===== config.mk =====
export PLATFORM = sky130hd
export DESIGN_NAME = cwt_ctrl
export DESIGN_NICKNAME = d
export VERILOG_FILES = /design/src/rtl/cwt_pkg.sv /design/src/rtl/cwt_ctrl.sv
export SDC_FILE = /design/constraint.sdc
export NUM_CORES = 1
export LEC_CHECK = 0
export BUFFER_PORTS_ARGS = -buffer_cell sky130_fd_sc_hd__buf_2
export CAP_MARGIN = 20
export CORE_MARGIN = 2
export CORE_UTILIZATION = 34
export CTS_CLUSTER_SIZE = 8
export DETAILED_ROUTE_END_ITERATION = 10
export SYNTH_ARGS = -nofsm -noshare
export SYNTH_HDL_FRONTEND = slang
export SYNTH_SLANG_ARGS = --single-unit

===== constraint.sdc =====
create_clock -name clk_i -period 3.25 [get_ports clk_i]
set_input_delay 0.325 -clock clk_i [delete_from_list [all_inputs] [get_ports clk_i]]
set_output_delay 0.325 -clock clk_i [all_outputs]
set_load 0.1 [all_outputs]

===== src/rtl/cwt_pkg.sv =====
// Shared types and constants for the time-dependent AUC unit.
// No dependencies.
`timescale 1ns / 1ps
package cwt_pkg;

  localparam int unsigned MAX_ITEMS_DEF  = 1024;
  localparam int unsigned SCORE_BITS_DEF = 16;
  localparam int unsigned TIME_W         = 16;
  localparam int unsigned AUC_W          = 16;

  // exp(x) = 2^(x*log2 e); polynomial for 2^f on a Q16 fraction
  localparam logic signed [16:0] LOG2E_Q14 = 17'sd23637;
  localparam logic [15:0] EXP_C1 = 16'd45603;
  localparam logic [15:0] EXP_C2 = 16'd14815;
  localparam logic [15:0] EXP_C3 = 16'd5118;

  // datapath commands
  typedef struct packed {
    logic load;        // capture an input word
    logic write;       // store subject if at risk
    logic latch_k;     // capture outer element
    logic acc;         // accumulate inner element
    logic j_before_k;  // inner index precedes outer index
    logic div_tp0;     // start TP division before element
    logic div_tp1;     // start TP division after element
    logic div_fin;     // start final area division
    logic add_q;       // add finished TP point to sum
    logic out_load;    // load result register, clear counts
    logic no_ctrl;     // result is the no-controls case
  } cwt_cmd_t;

  typedef struct packed {
    logic last;
    logic rd_flag;
    logic div_done;
    logic no_ctrl;
  } cwt_stat_t;

endpackage


===== src/rtl/cwt_ctrl.sv =====
// Controller: sequences loading, the rank scan, divisions and result handoff.
// Depends on cwt_pkg.
`timescale 1ns / 1ps
module cwt_ctrl import cwt_pkg::*; #(
  parameter int unsigned MAX_ITEMS = MAX_ITEMS_DEF
) (
  input  logic                           clk_i,
  input  logic                           rst_ni,
  input  logic                           in_valid_i,
  output logic                           in_stall_o,
  input  logic                           out_stall_i,
  output logic                           out_valid_o,
  output logic                           no_controls_o,
  input  cwt_stat_t                      stat_i,
  input  logic [$clog2(MAX_ITEMS+1)-1:0] kept_i,
  output cwt_cmd_t                       cmd_o,
  output logic [$clog2(MAX_ITEMS)-1:0]   rd_addr_o
);

  localparam int unsigned CW = $clog2(MAX_ITEMS + 1);
  localparam int unsigned AW = $clog2(MAX_ITEMS);

  typedef enum logic [3:0] {
    S_IDLE, S_EXP, S_WR, S_CHK, S_ORD, S_OLAT, S_IRD, S_IACC,
    S_D0, S_W0, S_W1, S_FIN, S_FW, S_OUT
  } state_e;

  state_e        state_q;
  logic [2:0]    ec_q;
  logic [CW-1:0] k_q, j_q;
  logic          ov_q, nc_q, nco_q;
  logic          take, put;

  assign take = ov_q && !out_stall_i;
  assign put  = (state_q == S_OUT) && (!ov_q || !out_stall_i);

  always_ff @(posedge clk_i or negedge rst_ni) begin
    if (!rst_ni) begin
      state_q <= S_IDLE;
      ec_q    <= '0;
      k_q     <= '0;
      j_q     <= '0;
      ov_q    <= 1'b0;
      nc_q    <= 1'b0;
      nco_q   <= 1'b0;
    end else begin
      // output flag held with the result word while it waits
      if (put) begin
        ov_q  <= 1'b1;
        nco_q <= nc_q;
      end else if (take) begin
        ov_q <= 1'b0;
      end
      unique case (state_q)
        S_IDLE: begin
          if (in_valid_i) begin
            ec_q    <= '0;
            state_q <= S_EXP;
          end
        end
        S_EXP: begin
          ec_q <= ec_q + 3'd1;
          if (ec_q == 3'd4) begin
            state_q <= S_WR;
          end
        end
        S_WR: begin
          state_q <= stat_i.last ? S_CHK : S_IDLE;
        end
        S_CHK: begin
          k_q <= '0;
          if (stat_i.no_ctrl) begin
            nc_q    <= 1'b1;
            state_q <= S_OUT;
          end else begin
            nc_q    <= 1'b0;
            state_q <= S_ORD;
          end
        end
        S_ORD: state_q <= S_OLAT;
        S_OLAT: begin
          j_q <= '0;
          if (!stat_i.rd_flag) begin
            state_q <= S_IRD;
          end else if (k_q + CW'(1) == kept_i) begin
            state_q <= S_FIN;
          end else begin
            k_q     <= k_q + CW'(1);
            state_q <= S_ORD;
          end
        end
        S_IRD: state_q <= S_IACC;
        S_IACC: begin
          j_q     <= j_q + CW'(1);
          state_q <= (j_q + CW'(1) == kept_i) ? S_D0 : S_IRD;
        end
        S_D0: state_q <= S_W0;
        S_W0: begin
          if (stat_i.div_done) begin
            state_q <= S_W1;
          end
        end
        S_W1: begin
          if (stat_i.div_done) begin
            if (k_q + CW'(1) == kept_i) begin
              state_q <= S_FIN;
            end else begin
              k_q     <= k_q + CW'(1);
              state_q <= S_ORD;
            end
          end
        end
        S_FIN: state_q <= S_FW;
        S_FW: begin
          if (stat_i.div_done) begin
            state_q <= S_OUT;
          end
        end
        S_OUT: begin
          if (put) begin
            state_q <= S_IDLE;
          end
        end
        default: state_q <= S_IDLE;
      endcase
    end
  end

  always_comb begin
    cmd_o            = '0;
    cmd_o.load       = (state_q == S_IDLE) && in_valid_i;
    cmd_o.write      = state_q == S_WR;
    cmd_o.latch_k    = state_q == S_OLAT;
    cmd_o.acc        = state_q == S_IACC;
    cmd_o.j_before_k = j_q < k_q;
    cmd_o.div_tp0    = state_q == S_D0;
    cmd_o.div_tp1    = (state_q == S_W0) && stat_i.div_done;
    cmd_o.div_fin    = state_q == S_FIN;
    cmd_o.add_q      = ((state_q == S_W0) || (state_q == S_W1)) && stat_i.div_done;
    cmd_o.out_load   = put;
    cmd_o.no_ctrl    = nc_q;
  end

  // outer index while fetching the outer element, inner index otherwise
  assign rd_addr_o     = (state_q == S_ORD) ? k_q[AW-1:0] : j_q[AW-1:0];
  assign in_stall_o    = state_q != S_IDLE;
  assign out_valid_o   = ov_q;
  assign no_controls_o = nco_q;

endmodule


==> results.cfg <==
[routing]
first_iter_violations = 182
avgViaCountPerCell = 5.590
route.detailed.drc = 0
wl_per_cell_um = 15.76
routed-via-count = 2784
postRouteAntennaNets = 0
wl_um = 7847
drt-pass1-iter-count = 4

[finish]
final_common_cell = buf_2
fin_area_sq_um = 3321
insertedDiodeCount = 0
syn2layout_area_growth_pct = 13.56
final_cells = 498
fill_cells = 852
layout-drive-gt1-share_pct = 18.58
multi_input_area_sq_um = 1902
mostFrequentLayoutCells = 40 x buf_2, 32 x dfrtp_1, 31 x nand2_1
regArea_sq_um = 800.8
fin_nets = 425

[place]
io_buffers = 42
place_inst = 490
dpl.hpwl_um = 5894
gp_congestion = 0.8257
placed_area_sq_um = 3194

[clock_tree]
ctsRootBufferMaster = clkbuf_8
clk_latency_ps = 290
cts_tree = built
cts_max_level = 2
post_cts_buffers = 0
cts.repair.resized = 0
clock_path_buffers = 2
clock_sink_count = 32
cts-hold-fix-buffers = 0
path_clk_slew_ps = 70
cts_buffers = 5

[global_route]
grt-ovfl-total = 0
grt_util_all_layers_pct = 16.64
first_global_vias = 2587
antenna_found_initial = 0
grt_pass1_wl_um = 12970
grt_max_degree = 33

[yosys]
yosysSeqAreaShare_pct = 27.39
synth_top_flop_cell = dfrtp_1
ys_warn_count = 0
synth_seq_cells = 32
synth_area_sq_um = 2924
synthArstFlopShare_pct = 100.0
synth_cells = 368
avgSynthCellArea_sq_um = 7.946
yosysUniqueCellTypes = 59
syn_nets = 401
synth_edf_count = 0

[die]
start_util_pct = 35.41
coreArea_sq_um = 8258
die_w_um = 96.74
die_height_um = 96.74
io_pins = 43
core.rowCount = 33
die-area_sq_um = 9358

[timing]
tightest_slew_ps = 824.1
timing.final.crit_share_pct = 87.30
skew_ps = 4.127
setup_tns_ps = 0
rsz0062_at_grt = false
drv_slew = 0
hold_slack_ps = 103.4
setup_viol_count_final = 0
slew_headroom_pct = 44.69
hold_viol_final = 0
fmax_mhz = 352.5
period_needed_ps = 2837

[critical_path]
setup.worst_path.end_class = output port
crit_type = register to output port
r2r_end = k_q[2]
cp_data_arrival_time_ps = 2510
worstPathRequired_ps = 2920
r2r_setup_slack_ps = 620
start_kind = register
rr_worst_depth = 8
cp_max_fo = 11
worstReg2RegStart = k_q[0]

[power_and_ir_drop]
peakVddDrop_v = 0.0003649
power_density_nw_per_um2 = 830.0
leakage_nw = 1.413
finalPower_mw = 2.756

[flow_run]
maxCapViolations = 0

[worst_hold_path]
min_path_type = input port to asynchronous set/reset pin

[run_status]
outcome = complete, no violations
[state kept, by name, indices dropped and copies added (netlist names)]
name and cells:
j_q 11, k_q 11, no_controls_o 1, ec_q 3, state_q 4, out_valid_o 1, nc_q 1
[critical path, cell delays in order (launching register included)]
cell and delay (ps):
dfrtp_1 560, inv_1 120, ha_1 310, a21o_1 160, a21o_1 170, a21oi_1 160
nor2b_1 80, o31ai_2 200, buf_2 450
[logic make-up (layout without fill, tap and decap cells)]
family          count (synthesis)  count (layout)  share of synthesized area [%]
buf+inv                        52              77                          7.745
mux                             9               9                          3.423
fa+ha+maj                      14              14                          5.991
compound gates                104             104                          22.68
flops                          32              32                          27.39
simple gates                  124             124                          22.89
xor+xnor                       33              33                          9.885
[per-stage QoR]
stage,utilization [%],setup WS (ps)
finish,40.21,412.8
global route,40.21,318.9
CTS,40.21,426.7
detailed placement,38.68,662.3
global placement,38.68,740.3
floorplan,-,-349.3
[synth_stat cells, drive strengths merged, types with 3 or more instances]
| cell type | number | area share [%] |
|---|---|---|
| o211ai | 3 | 0.77 |
| a21o | 4 | 1.0 |
| ha | 14 | 6.0 |
| nor3 | 12 | 2.1 |
| inv | 22 | 2.8 |
| nand2b | 11 | 2.4 |
| o21ai | 32 | 5.5 |
| a21oi | 25 | 4.3 |
| a22o | 3 | 0.90 |
| xor2 | 14 | 4.2 |
| a41oi | 8 | 2.4 |
| nor2 | 14 | 1.9 |
| nand3 | 14 | 2.6 |
| nand4b | 3 | 0.90 |
| nand4 | 9 | 1.9 |
| xnor2 | 19 | 5.7 |
| nand2 | 31 | 4.0 |
| or3 | 5 | 1.1 |
| nor2b | 6 | 1.3 |
| buf | 11 | 2.5 |
| a31oi | 8 | 1.7 |
| or2 | 4 | 0.86 |
| nor4 | 4 | 0.86 |
| mux2 | 8 | 3.1 |
| dfrtp | 32 | 27 |
| clkbuf | 19 | 2.4 |
[cell type report]
type | instances | share of cell area [%]
Multi-Input combinational cell | 284 | 57.27
Sequential cell | 32 | 24.11
Timing Repair Buffer | 47 | 8.365
Tap cell | 105 | 3.956
Clock buffer | 7 | 2.901
Inverter | 22 | 2.487
Clock inverter | 1 | 0.9043
[how the worst max path moves through the flow]
| stage | startpoint | endpoint |
|---|---|---|
| after floorplan | state_q[1] | rd_addr_o[6] |
| after global placement | k_q[0] | k_q[8] |
| after detailed placement | k_q[0] | k_q[2] |
| after CTS | k_q[2] | cmd_o[6] |
| after global routing | k_q[1] | cmd_o[6] |
| final | k_q[2] | cmd_o[6] |
[power breakdown]
part | switching, mW | internal, mW | leakage, nW
clock | 0.160 | 0.271 | 0.0645
sequential | 0.176 | 0.484 | 0.423
combinational | 1.15 | 0.514 | 0.926
[layer usage]
metal  global-route usage [%]  routed length, um  share of wire, %
met5                        0                  0                 0
met4                    3.575                 80               1.0
met3                    2.818                421               5.4
met2                    26.60               3693                47
met1                    23.66               3652                47
No activity file was read; power rests on OpenSTA's default activity.
